==> config.mk <==
export PLATFORM = sky130hd
export DESIGN_NAME = page_buffer_frame_manager_flat
export DESIGN_NICKNAME = d
export VERILOG_FILES = /design/src/design/pbfm_pkg.sv /design/src/design/pbfm_if.sv /design/src/design/page_buffer_frame_manager.sv /design/src/design/pbfm_ram.sv /design/src/flat_wrapper.sv
export SDC_FILE = /design/constraint.sdc
export NUM_CORES = 2
export LEC_CHECK = 0
export BUFFER_PORTS_ARGS = -buffer_cell sky130_fd_sc_hd__clkbuf_2
export CAP_MARGIN = 30
export CORE_UTILIZATION = 56
export DETAILED_ROUTE_END_ITERATION = 8
export PLACE_DENSITY = 0.86
export RECOVER_POWER = 25
export REMOVE_ABC_BUFFERS = 1
export SLEW_MARGIN = 10
export SYNTH_ARGS = -nofsm -noshare
export SYNTH_HDL_FRONTEND = slang
export SYNTH_HIERARCHICAL = 1
export SYNTH_SLANG_ARGS = --single-unit
==> constraint.sdc <==
create_clock -name clk_i -period 8 [get_ports clk_i]
set_input_delay 0.8 -clock clk_i [delete_from_list [all_inputs] [get_ports clk_i]]
set_output_delay 0.8 -clock clk_i [all_outputs]
set_load 0.01 [all_outputs]
==> src/design/pbfm_pkg.sv <==
// ----------------------------------------------------------------------------
// pbfm_pkg
// shared constants and types of the page buffer frame manager
// ----------------------------------------------------------------------------
package pbfm_pkg;

  localparam int unsigned NUM_FRAMES = 32;
  localparam int unsigned IDX_W     = $clog2(NUM_FRAMES);
  localparam int unsigned CNT_W     = IDX_W + 1;
  localparam int unsigned PAGE_W    = 32;
  localparam int unsigned PIN_W     = 16;
  localparam int unsigned FRAME_W   = 5;
  localparam int unsigned CTR_W     = 32;

  localparam logic [PIN_W-1:0] PIN_MAX = '1;

  localparam logic [2:0] MODE_FETCH     = 3'd0;
  localparam logic [2:0] MODE_UNPIN     = 3'd1;
  localparam logic [2:0] MODE_FLUSH     = 3'd2;
  localparam logic [2:0] MODE_FLUSH_ALL = 3'd3;
  localparam logic [2:0] MODE_NEW       = 3'd4;
  localparam logic [2:0] MODE_DELETE    = 3'd5;

  localparam logic [1:0] ST_OK      = 2'd0;
  localparam logic [1:0] ST_ABSENT  = 2'd1;
  localparam logic [1:0] ST_NOFRAME = 2'd2;
  localparam logic [1:0] ST_PIN     = 2'd3;

  typedef struct packed {
    logic [1:0]         status;
    logic [FRAME_W-1:0] frame_index;
    logic               was_hit;
    logic               writeback_valid;
    logic [PAGE_W-1:0]  writeback_page;
    logic               read_valid;
    logic               dealloc_valid;
    logic               last;
  } pbfm_res_t;

endpackage

==> src/design/pbfm_if.sv <==
// ----------------------------------------------------------------------------
// pbfm request and response channels
// valid/ready channels carrying one request or one result
// ----------------------------------------------------------------------------
interface pbfm_req_if;
  logic        valid;
  logic        ready;
  logic [2:0]  mode;
  logic [31:0] page_id;
  logic        mark_dirty;
  logic [31:0] allocated_page;

  modport source (output valid, mode, page_id, mark_dirty, allocated_page, input ready);
  modport sink   (input valid, mode, page_id, mark_dirty, allocated_page, output ready);
endinterface

interface pbfm_rsp_if;
  logic        valid;
  logic        ready;
  logic [1:0]  status;
  logic [4:0]  frame_index;
  logic        was_hit;
  logic        writeback_valid;
  logic [31:0] writeback_page;
  logic        read_valid;
  logic        dealloc_valid;
  logic [31:0] hit_total;
  logic [31:0] miss_total;
  logic        last;

  modport source (output valid, status, frame_index, was_hit, writeback_valid,
                  writeback_page, read_valid, dealloc_valid, hit_total, miss_total,
                  last, input ready);
  modport sink   (input valid, status, frame_index, was_hit, writeback_valid,
                  writeback_page, read_valid, dealloc_valid, hit_total, miss_total,
                  last, output ready);
endinterface

==> src/design/page_buffer_frame_manager.sv <==
// ----------------------------------------------------------------------------
// page_buffer_frame_manager
// buffer pool manager: page lookup, pinning, free stack and lru replacement
// ----------------------------------------------------------------------------
// operation: lookup scans the frame ram, reading and comparing each resident
//   frame in turn, then updates state and walks the lru list; an unknown mode
//   or a flush all with nothing dirty goes straight to the result
// throughput: one request at a time; flush all gives one result per dirty
//   frame, each found by a scan of one frame per cycle
// reset: all frames invalid, free stack full, lru list empty, counters zero
module page_buffer_frame_manager (
  input  logic clk_i,
  input  logic rst_ni,
  pbfm_req_if.sink   req_i,
  pbfm_rsp_if.source rsp_o
);
  import pbfm_pkg::*;

  typedef enum logic [3:0] {
    S_IDLE, S_LK_RD, S_LK_CMP, S_ACT, S_VIC, S_VIC_FS, S_VIC_LRU, S_VIC_PG,
    S_LR_RD, S_LR_CMP, S_SH_RD, S_SH_WR, S_FA_CHK, S_FA_RD, S_EMIT
  } state_e;

  localparam int unsigned FR_W = PAGE_W + PIN_W;

  state_e                state_q;
  logic [IDX_W-1:0]      idx_q;
  logic [CNT_W-1:0]      j_q;
  logic [CNT_W-1:0]      len_q;
  logic [CNT_W-1:0]      free_top_q;
  logic [NUM_FRAMES-1:0] valid_q;
  logic [NUM_FRAMES-1:0] dirty_q;
  logic [NUM_FRAMES-1:0] fs_wr_q;
  logic [CTR_W-1:0]      hit_q;
  logic [CTR_W-1:0]      miss_q;
  logic [2:0]            mode_q;
  logic [PAGE_W-1:0]     pid_q;
  logic                  md_q;
  logic [PAGE_W-1:0]     alloc_q;
  logic                  found_q;
  logic [IDX_W-1:0]      f_q;
  logic [PIN_W-1:0]      pin_q;
  pbfm_res_t             res_q;
  pbfm_res_t             out_q;
  logic [CTR_W-1:0]      out_hit_q;
  logic [CTR_W-1:0]      out_miss_q;
  logic                  out_valid_q;

  // frame ram: {page, pin count}
  logic              fr_we;
  logic [IDX_W-1:0]  fr_addr;
  logic [FR_W-1:0]   fr_wdata;
  logic [FR_W-1:0]   fr_rdata;
  // lru order ram
  logic              lru_we;
  logic [IDX_W-1:0]  lru_addr;
  logic [IDX_W-1:0]  lru_wdata;
  logic [IDX_W-1:0]  lru_rdata;
  // free stack ram
  logic              fs_we;
  logic [IDX_W-1:0]  fs_addr;
  logic [IDX_W-1:0]  fs_wdata;
  logic [IDX_W-1:0]  fs_rdata;

  pbfm_ram #(.WIDTH(FR_W), .DEPTH(NUM_FRAMES)) u_frame_ram (
    .clk_i, .we_i(fr_we), .addr_i(fr_addr), .wdata_i(fr_wdata), .rdata_o(fr_rdata)
  );
  pbfm_ram #(.WIDTH(IDX_W), .DEPTH(NUM_FRAMES)) u_lru_ram (
    .clk_i, .we_i(lru_we), .addr_i(lru_addr), .wdata_i(lru_wdata), .rdata_o(lru_rdata)
  );
  pbfm_ram #(.WIDTH(IDX_W), .DEPTH(NUM_FRAMES)) u_free_ram (
    .clk_i, .we_i(fs_we), .addr_i(fs_addr), .wdata_i(fs_wdata), .rdata_o(fs_rdata)
  );

  // helper values
  logic [PAGE_W-1:0]     rd_page;
  logic [PIN_W-1:0]      rd_pin;
  logic [PIN_W-1:0]      pin_inc;
  logic [PIN_W-1:0]      pin_dec;
  logic [NUM_FRAMES-1:0] vd;
  logic [NUM_FRAMES-1:0] vd_above;
  logic [IDX_W-1:0]      fs_victim;
  logic [IDX_W-1:0]      top_idx;
  logic [CNT_W-1:0]      j_next;
  logic                  emit_load;
  logic                  is_new;

  assign rd_page   = fr_rdata[FR_W-1:PIN_W];
  assign rd_pin    = fr_rdata[PIN_W-1:0];
  assign pin_inc   = (pin_q == PIN_MAX) ? pin_q : pin_q + PIN_W'(1);
  assign pin_dec   = pin_q - PIN_W'(1);
  assign vd        = valid_q & dirty_q;
  // dirty frames beyond the current scan position
  assign vd_above  = vd & ((~NUM_FRAMES'(0) << idx_q) << 1);
  assign top_idx   = free_top_q[IDX_W-1:0];
  // unwritten free stack entries hold their own index
  assign fs_victim = fs_wr_q[top_idx] ? fs_rdata : top_idx;
  assign j_next    = j_q + CNT_W'(1);
  assign emit_load = (state_q == S_EMIT) && (!out_valid_q || rsp_o.ready);
  assign is_new    = (mode_q == MODE_NEW);

  // memory port control
  always_comb begin
    fr_we     = 1'b0;
    fr_addr   = idx_q;
    fr_wdata  = {pid_q, pin_inc};
    lru_we    = 1'b0;
    lru_addr  = j_q[IDX_W-1:0];
    lru_wdata = f_q;
    fs_we     = 1'b0;
    fs_addr   = top_idx;
    fs_wdata  = f_q;
    unique case (state_q)
      S_ACT: begin
        fr_addr = f_q;
        if (found_q) begin
          if (mode_q == MODE_FETCH) begin
            fr_we = 1'b1;
          end else if (mode_q == MODE_UNPIN && pin_q != '0) begin
            fr_we    = 1'b1;
            fr_wdata = {pid_q, pin_dec};
            if (pin_dec == '0) begin
              lru_we   = 1'b1;
              lru_addr = len_q[IDX_W-1:0];
            end
          end else if (mode_q == MODE_DELETE && pin_q == '0 &&
                       free_top_q < CNT_W'(NUM_FRAMES)) begin
            fs_we = 1'b1;
          end
        end
      end
      S_VIC: begin
        fs_addr  = top_idx - IDX_W'(1);
        lru_addr = '0;
      end
      S_VIC_FS:  fr_addr = fs_victim;
      S_VIC_LRU: fr_addr = lru_rdata;
      S_VIC_PG: begin
        fr_we    = 1'b1;
        fr_addr  = f_q;
        fr_wdata = {(is_new ? alloc_q : pid_q), PIN_W'(1)};
      end
      S_SH_RD: lru_addr = j_next[IDX_W-1:0];
      S_SH_WR: begin
        lru_we    = 1'b1;
        lru_wdata = lru_rdata;
      end
      default: ;
    endcase
  end

  assign req_i.ready = (state_q == S_IDLE);

  always_ff @(posedge clk_i or negedge rst_ni) begin
    if (!rst_ni) begin
      state_q     <= S_IDLE;
      idx_q       <= '0;
      j_q         <= '0;
      len_q       <= '0;
      free_top_q  <= CNT_W'(NUM_FRAMES);
      valid_q     <= '0;
      dirty_q     <= '0;
      fs_wr_q     <= '0;
      hit_q       <= '0;
      miss_q      <= '0;
      found_q     <= 1'b0;
      out_valid_q <= 1'b0;
    end else begin
      if (rsp_o.ready && !emit_load) begin
        out_valid_q <= 1'b0;
      end
      unique case (state_q)
        S_IDLE: begin
          if (req_i.valid) begin
            mode_q  <= req_i.mode;
            pid_q   <= req_i.page_id;
            md_q    <= req_i.mark_dirty;
            alloc_q <= req_i.allocated_page;
            idx_q   <= '0;
            found_q <= 1'b0;
            // flush all with dirty frames ends on the last one found
            res_q   <= '{status: ST_OK,
                         last: !(req_i.mode == MODE_FLUSH_ALL && vd != '0),
                         default: '0};
            priority case (req_i.mode)
              MODE_FETCH, MODE_UNPIN, MODE_FLUSH, MODE_DELETE: state_q <= S_LK_RD;
              MODE_NEW:  state_q <= S_VIC;
              MODE_FLUSH_ALL: begin
                if (vd == '0) begin
                  state_q <= S_EMIT;
                end else begin
                  state_q <= S_FA_CHK;
                end
              end
              default: state_q <= S_EMIT;
            endcase
          end
        end
        S_LK_RD: begin
          if (valid_q[idx_q]) begin
            state_q <= S_LK_CMP;
          end else if (idx_q == IDX_W'(NUM_FRAMES - 1)) begin
            state_q <= S_ACT;
          end else begin
            idx_q <= idx_q + IDX_W'(1);
          end
        end
        S_LK_CMP: begin
          if (rd_page == pid_q) begin
            found_q <= 1'b1;
            f_q     <= idx_q;
            pin_q   <= rd_pin;
            state_q <= S_ACT;
          end else if (idx_q == IDX_W'(NUM_FRAMES - 1)) begin
            state_q <= S_ACT;
          end else begin
            idx_q   <= idx_q + IDX_W'(1);
            state_q <= S_LK_RD;
          end
        end
        S_ACT: begin
          j_q <= '0;
          priority case (mode_q)
            MODE_FETCH: begin
              if (found_q) begin
                hit_q             <= hit_q + CTR_W'(1);
                res_q.was_hit     <= 1'b1;
                res_q.frame_index <= FRAME_W'(f_q);
                state_q           <= S_LR_RD;
              end else begin
                miss_q  <= miss_q + CTR_W'(1);
                state_q <= S_VIC;
              end
            end
            MODE_UNPIN: begin
              state_q <= S_EMIT;
              if (!found_q) begin
                res_q.status <= ST_ABSENT;
              end else if (pin_q == '0) begin
                res_q.status <= ST_PIN;
              end else begin
                res_q.frame_index <= FRAME_W'(f_q);
                if (md_q) dirty_q[f_q] <= 1'b1;
                if (pin_dec == '0) len_q <= len_q + CNT_W'(1);
              end
            end
            MODE_FLUSH: begin
              state_q <= S_EMIT;
              if (!found_q) begin
                res_q.status <= ST_ABSENT;
              end else begin
                dirty_q[f_q]          <= 1'b0;
                res_q.frame_index     <= FRAME_W'(f_q);
                res_q.writeback_valid <= 1'b1;
                res_q.writeback_page  <= pid_q;
              end
            end
            default: begin
              // delete
              if (!found_q) begin
                res_q.dealloc_valid <= 1'b1;
                state_q             <= S_EMIT;
              end else if (pin_q != '0) begin
                res_q.status <= ST_PIN;
                state_q      <= S_EMIT;
              end else begin
                valid_q[f_q]        <= 1'b0;
                dirty_q[f_q]        <= 1'b0;
                res_q.frame_index   <= FRAME_W'(f_q);
                res_q.dealloc_valid <= 1'b1;
                if (free_top_q < CNT_W'(NUM_FRAMES)) begin
                  fs_wr_q[top_idx] <= 1'b1;
                  free_top_q       <= free_top_q + CNT_W'(1);
                end
                state_q <= S_LR_RD;
              end
            end
          endcase
        end
        S_VIC: begin
          if (free_top_q != '0) begin
            free_top_q <= free_top_q - CNT_W'(1);
            state_q    <= S_VIC_FS;
          end else if (len_q != '0) begin
            state_q <= S_VIC_LRU;
          end else begin
            res_q.status <= ST_NOFRAME;
            state_q      <= S_EMIT;
          end
        end
        S_VIC_FS: begin
          f_q     <= fs_victim;
          state_q <= S_VIC_PG;
        end
        S_VIC_LRU: begin
          f_q     <= lru_rdata;
          state_q <= S_VIC_PG;
        end
        S_VIC_PG: begin
          if (vd[f_q]) begin
            res_q.writeback_valid <= 1'b1;
            res_q.writeback_page  <= rd_page;
          end
          valid_q[f_q]      <= 1'b1;
          dirty_q[f_q]      <= is_new;
          res_q.frame_index <= FRAME_W'(f_q);
          res_q.read_valid  <= !is_new;
          j_q               <= '0;
          state_q           <= S_LR_RD;
        end
        // lru removal: find the frame, then shift the tail down by one
        S_LR_RD: state_q <= (j_q == len_q) ? S_EMIT : S_LR_CMP;
        S_LR_CMP: begin
          if (lru_rdata == f_q) begin
            state_q <= S_SH_RD;
          end else begin
            j_q     <= j_next;
            state_q <= S_LR_RD;
          end
        end
        S_SH_RD: begin
          if (j_next == len_q) begin
            len_q   <= len_q - CNT_W'(1);
            state_q <= S_EMIT;
          end else begin
            state_q <= S_SH_WR;
          end
        end
        S_SH_WR: begin
          j_q     <= j_next;
          state_q <= S_SH_RD;
        end
        S_FA_CHK: begin
          if (vd[idx_q]) begin
            state_q <= S_FA_RD;
          end else begin
            idx_q <= idx_q + IDX_W'(1);
          end
        end
        S_FA_RD: begin
          dirty_q[idx_q]        <= 1'b0;
          res_q.frame_index     <= FRAME_W'(idx_q);
          res_q.writeback_valid <= 1'b1;
          res_q.writeback_page  <= rd_page;
          res_q.last            <= (vd_above == '0);
          state_q               <= S_EMIT;
        end
        S_EMIT: begin
          if (emit_load) begin
            out_valid_q <= 1'b1;
            out_q       <= res_q;
            out_hit_q   <= hit_q;
            out_miss_q  <= miss_q;
            if (res_q.last) begin
              state_q <= S_IDLE;
            end else begin
              idx_q   <= idx_q + IDX_W'(1);
              state_q <= S_FA_CHK;
            end
          end
        end
        default: state_q <= S_IDLE;
      endcase
    end
  end

  assign rsp_o.valid           = out_valid_q;
  assign rsp_o.status          = out_q.status;
  assign rsp_o.frame_index     = out_q.frame_index;
  assign rsp_o.was_hit         = out_q.was_hit;
  assign rsp_o.writeback_valid = out_q.writeback_valid;
  assign rsp_o.writeback_page  = out_q.writeback_page;
  assign rsp_o.read_valid      = out_q.read_valid;
  assign rsp_o.dealloc_valid   = out_q.dealloc_valid;
  assign rsp_o.hit_total       = out_hit_q;
  assign rsp_o.miss_total      = out_miss_q;
  assign rsp_o.last            = out_q.last;

  a_free_top_range: assert property (@(posedge clk_i) disable iff (!rst_ni)
    free_top_q <= CNT_W'(NUM_FRAMES)) else $error("free stack pointer overrun");
  a_lru_len_range: assert property (@(posedge clk_i) disable iff (!rst_ni)
    len_q <= CNT_W'(NUM_FRAMES)) else $error("lru list overrun");
  a_no_overwrite: assert property (@(posedge clk_i) disable iff (!rst_ni)
    (emit_load && out_valid_q) |-> rsp_o.ready) else $error("pending result lost");
  a_pop_nonempty: assert property (@(posedge clk_i) disable iff (!rst_ni)
    (state_q == S_VIC_FS) |-> ($past(free_top_q) != '0))
    else $error("pop from empty free stack");

endmodule

==> src/design/pbfm_ram.sv <==
// ----------------------------------------------------------------------------
// pbfm_ram
// single port synchronous ram, registered read
// ----------------------------------------------------------------------------
module pbfm_ram #(
  parameter int unsigned WIDTH = 8,
  parameter int unsigned DEPTH = 32
) (
  input  logic                     clk_i,
  input  logic                     we_i,
  input  logic [$clog2(DEPTH)-1:0] addr_i,
  input  logic [WIDTH-1:0]         wdata_i,
  output logic [WIDTH-1:0]         rdata_o
);

  logic [WIDTH-1:0] mem [DEPTH];

  always_ff @(posedge clk_i) begin
    if (we_i) begin
      mem[addr_i] <= wdata_i;
    end
    rdata_o <= mem[addr_i];
  end

endmodule
==> src/flat_wrapper.sv <==
// flat-port wrapper written by rule: the top's interface ports become plain ports
module page_buffer_frame_manager_flat import pbfm_pkg::*;
  (clk_i, rst_ni, req_i_valid, req_i_mode, req_i_page_id, req_i_mark_dirty, req_i_allocated_page, req_i_ready, rsp_o_valid, rsp_o_status, rsp_o_frame_index, rsp_o_was_hit, rsp_o_writeback_valid, rsp_o_writeback_page, rsp_o_read_valid, rsp_o_dealloc_valid, rsp_o_hit_total, rsp_o_miss_total, rsp_o_last, rsp_o_ready);
  pbfm_req_if req_i_i ();
  pbfm_rsp_if rsp_o_i ();
  input  logic clk_i;
  input  logic rst_ni;
  input wire logic [$bits(req_i_i.valid)-1:0] req_i_valid;
  input wire logic [$bits(req_i_i.mode)-1:0] req_i_mode;
  input wire logic [$bits(req_i_i.page_id)-1:0] req_i_page_id;
  input wire logic [$bits(req_i_i.mark_dirty)-1:0] req_i_mark_dirty;
  input wire logic [$bits(req_i_i.allocated_page)-1:0] req_i_allocated_page;
  output wire logic [$bits(req_i_i.ready)-1:0] req_i_ready;
  output wire logic [$bits(rsp_o_i.valid)-1:0] rsp_o_valid;
  output wire logic [$bits(rsp_o_i.status)-1:0] rsp_o_status;
  output wire logic [$bits(rsp_o_i.frame_index)-1:0] rsp_o_frame_index;
  output wire logic [$bits(rsp_o_i.was_hit)-1:0] rsp_o_was_hit;
  output wire logic [$bits(rsp_o_i.writeback_valid)-1:0] rsp_o_writeback_valid;
  output wire logic [$bits(rsp_o_i.writeback_page)-1:0] rsp_o_writeback_page;
  output wire logic [$bits(rsp_o_i.read_valid)-1:0] rsp_o_read_valid;
  output wire logic [$bits(rsp_o_i.dealloc_valid)-1:0] rsp_o_dealloc_valid;
  output wire logic [$bits(rsp_o_i.hit_total)-1:0] rsp_o_hit_total;
  output wire logic [$bits(rsp_o_i.miss_total)-1:0] rsp_o_miss_total;
  output wire logic [$bits(rsp_o_i.last)-1:0] rsp_o_last;
  input wire logic [$bits(rsp_o_i.ready)-1:0] rsp_o_ready;
  assign req_i_i.valid = req_i_valid;
  assign req_i_i.mode = req_i_mode;
  assign req_i_i.page_id = req_i_page_id;
  assign req_i_i.mark_dirty = req_i_mark_dirty;
  assign req_i_i.allocated_page = req_i_allocated_page;
  assign req_i_ready = req_i_i.ready;
  assign rsp_o_valid = rsp_o_i.valid;
  assign rsp_o_status = rsp_o_i.status;
  assign rsp_o_frame_index = rsp_o_i.frame_index;
  assign rsp_o_was_hit = rsp_o_i.was_hit;
  assign rsp_o_writeback_valid = rsp_o_i.writeback_valid;
  assign rsp_o_writeback_page = rsp_o_i.writeback_page;
  assign rsp_o_read_valid = rsp_o_i.read_valid;
  assign rsp_o_dealloc_valid = rsp_o_i.dealloc_valid;
  assign rsp_o_hit_total = rsp_o_i.hit_total;
  assign rsp_o_miss_total = rsp_o_i.miss_total;
  assign rsp_o_last = rsp_o_i.last;
  assign rsp_o_i.ready = rsp_o_ready;
  page_buffer_frame_manager u_core (.clk_i(clk_i), .rst_ni(rst_ni), .req_i(req_i_i), .rsp_o(rsp_o_i));
endmodule
==> reports/results.ini <==
[floorplanning]
initial_core_util_pct = 56.5
dieArea_um2 = 169000
rows = 149
pin_count = 182
die_w_um = 411
core-area_um2 = 165000
die_h_um = 411

[power]
p_sw_mw = 9.26
clkPwrFrac_pct = 33.3
powerDensity_nw_per_um2 = 302
pwr-share-seq_pct = 44.8
p_leak_nw = 33.6
switching_share_pct = 29.2
power.internal_mw = 22.4
p_comb_share_pct = 21.9
vdd_drop_max_uv = 352

[global_route]
grt_pass1_vias = 56000
grt_use_total_pct = 29.0
grtUsageMet2_pct = 46.0
antenna_found_initial = 7
grtUsageMet1_pct = 37.2
overflow = 0
grt_pass1_wl_um = 361000
grt_busiest_layer = met2
gr-usage-met3_pct = 7.49
grt_max_degree = 138

[routing]
firstDrtPassIters = 9
drt_iter0_markers = 8595
vias = 56300
drc = 30
antenna_left = 0
wl_um = 250000
wl_per_cell_um = 29.9
vias_per_cell = 6.74

[synth]
synth.ff_latch_count = 2344
synth_area_leaders = edfxtp_1, mux2i_1, dfrtp_1, o22ai_1, dfxtp_1
synth_edf_count = 2097
synth_seq_area_share_pct = 73.7
ys_warn_count = 6
synth.avg_cell_area_um2 = 16.3
async_flop_share_pct = 8.06
synth_cell_types = 92
netlist_instances = 5725
ys.flop_type = edfxtp_1
synthesis.area_um2 = 93500
synth_top_area_share_pct = 67.4
synth_area_leader_cell = edfxtp_1

[timing]
fin_crit_sh_pct = 76.6
clock_skew_ns = 0.0838
hold-worst-slack_ns = 0.0783
max_freq_mhz = 163
setup_viol = 0
relSlewSlack_pct = -123
maxSlewViolCount = 420
hold_violations = 0
tns_ns = 0
rsz0062_at_grt = no
period_minus_slack_ns = 6.13
worstMarginPinSlew_ns = 3.35

[finish]
area_delta_synth_final_pct = 12.1
drive_gt1_share_pct = 11.6
utilization_pct = 63.4
final_common_cell = edfxtp_1
fill_cells = 10700
fin_cells = 8358
layout.nets = 6075
final_cell_mix = edfxtp_1, mux2i_1, o22ai_1
final_cell_area_um2 = 105000

[cts]
clock_latency_ns = 0.90
ctsResizeCount = 0
cts_buffer_depth = 3
cts.htree.levels = 4
cts_root_buf = clkbuf_16
clk_pin_slew_ns = 0.07
cts_tree = built
numCtsBuffers = 212
cts.sinks = 2344

[worst_hold_path]
hp-class = in2reg

[job]
cap_violations = 10

[worst_setup_path]
crit_path_end_kind = register
critical_path_arrival_ns = 6.62
worstPathRequired_ns = 8.50
worstSetupStartpointType = register
cp_max_fo = 50
crit_type = reg2reg

[place]
hpwl_um = 137000
io_buffers = 181
place.gp.congestion = 0.936
dp_cells = 7941
placed_cell_area_um2 = 97600

[outcome]
violations = design-rule violations, max-capacitance violations, max-slew violations
run_status = finished, violations left

==> registers in the layout, indices dropped and copies added, names as in the netlist, 44 cells and up, named ones only <==
name / count
u_core/u_lru_ram/mem: 160
u_core/u_frame_ram/rdata_o: 48
u_core/res_q: 44
u_core/u_free_ram/mem: 160
u_core/u_frame_ram/mem: 1536
==> worst max-delay path, cell delays in order, from the launching register on <==
cell,delay [ns]
edfxtp_1,0.36
clkbuf_1,1.92
clkinv_1,1.00
mux4_2,0.71
mux4_2,0.51
mux2i_1,0.36
o211a_2,0.23
buf_4,0.46
==> synth_stat cells (10+ instances only) <==
cell type,number
a21o_1,13
a21oi_1,54
a22o_1,35
a22oi_1,10
a31oi_1,46
and2_1,11
and3_1,18
buf_1,19
buf_2,136
buf_4,12
buf_6,14
clkbuf_1,120
dfrtp_1,188
dfxtp_1,58
edfxtp_1,2097
ha_1,26
inv_1,30
mux2_2,77
mux2i_1,946
mux4_2,22
nand2_1,252
nand2b_1,11
nand3_1,81
nand3b_1,23
nand4_1,26
nand4b_1,15
nand4bb_1,11
nor2_1,236
nor2b_1,16
nor3_1,49
nor4_1,136
o21ai_0,90
o21ai_1,32
o21bai_1,37
o22ai_1,478
or3_1,13
xnor2_1,70
xor2_1,62
==> path summary, 6_finish.rpt <==
check / cells past startpoint / end / slack, ns / start
worst max-delay path: 7 / u_core/res_q[18] / 1.87 / u_core/f_q[1]
worst min-delay path: 1 / u_core/alloc_q[25] / 0.08 / req_i_allocated_page[25]
worst max register to register: 7 / u_core/res_q[18] / 1.87 / u_core/f_q[1]
worst min register to register: 0 / u_core/pin_q[0] / 0.41 / u_core/u_frame_ram/rdata_o[0]
max in group asynchronous: 5 / u_core/hit_q[30] / 3.28 / rst_ni
min in group asynchronous: 2 / async pin / 0.55 / rst_ni
==> per-stage QoR <==
step | worst slack [ns] | total power [mW]
5_1_grt | 1.63 | 32.5
2_1_floorplan | -28.90 | 19.1
3_3_place_gp | 2.21 | 20.8
3_5_place_dp | 2.13 | 21.0
6_report | 1.87 | 31.7
4_1_cts | 1.94 | 31.5
==> metal layers <==
layer,share of wire [%],vias up,wire (um)
met5,0.022,-,55
met4,5.5,8,13700
met3,13,912,33300
met2,47,4381,117000
met1,34,27900,85600
li1,-,23200,-
==> power by group through the flow <==
| stage | registers (mW) | clock network [mW] | logic (mW) |
|---|---|---|---|
| 2_1_floorplan | 14.3 | 0 | 4.81 |
| 3_3_place_gp | 14.4 | 0 | 6.41 |
| 3_5_place_dp | 14.4 | 0 | 6.63 |
| 4_1_cts | 14.2 | 10.6 | 6.77 |
| 5_1_grt | 14.2 | 11.1 | 7.21 |
| 6_report | 14.2 | 10.5 | 6.95 |
==> timing repair <==
item                      4_1_cts  5_1_grt
hold endpoints to repair       23        0
hold buffers                    1        0
buffers inserted                0        0
==> area by class of cell <==
cell class / instances / area [um2] / share of cell area [%]
flip-flops and latches: 2344 / 68900 / 65.7
multi-input cells: 3044 / 23500 / 22.4
clock buffers: 279 / 5710 / 5.45
diodes: 3 / 7.51 / 0.00716
repair buffers: 338 / 2300 / 2.19
well taps: 2189 / 2740 / 2.61
clock inverters: 126 / 1600 / 1.53
inverters: 35 / 131 / 0.125
==> cells by family after synthesis <==
group / Yosys count / synth area share (%)
AO/OA/AOI/OAI: 870 / 5.96
XOR/XNOR: 132 / 1.24
adder cells (fa/ha/maj): 29 / 0.402
buffers and inverters: 337 / 1.70
flip-flops: 2344 / 73.7
multiplexers: 1048 / 11.6
AND/OR/NAND/NOR: 965 / 5.40
Note: power is estimated with default switching activity, not from simulation.
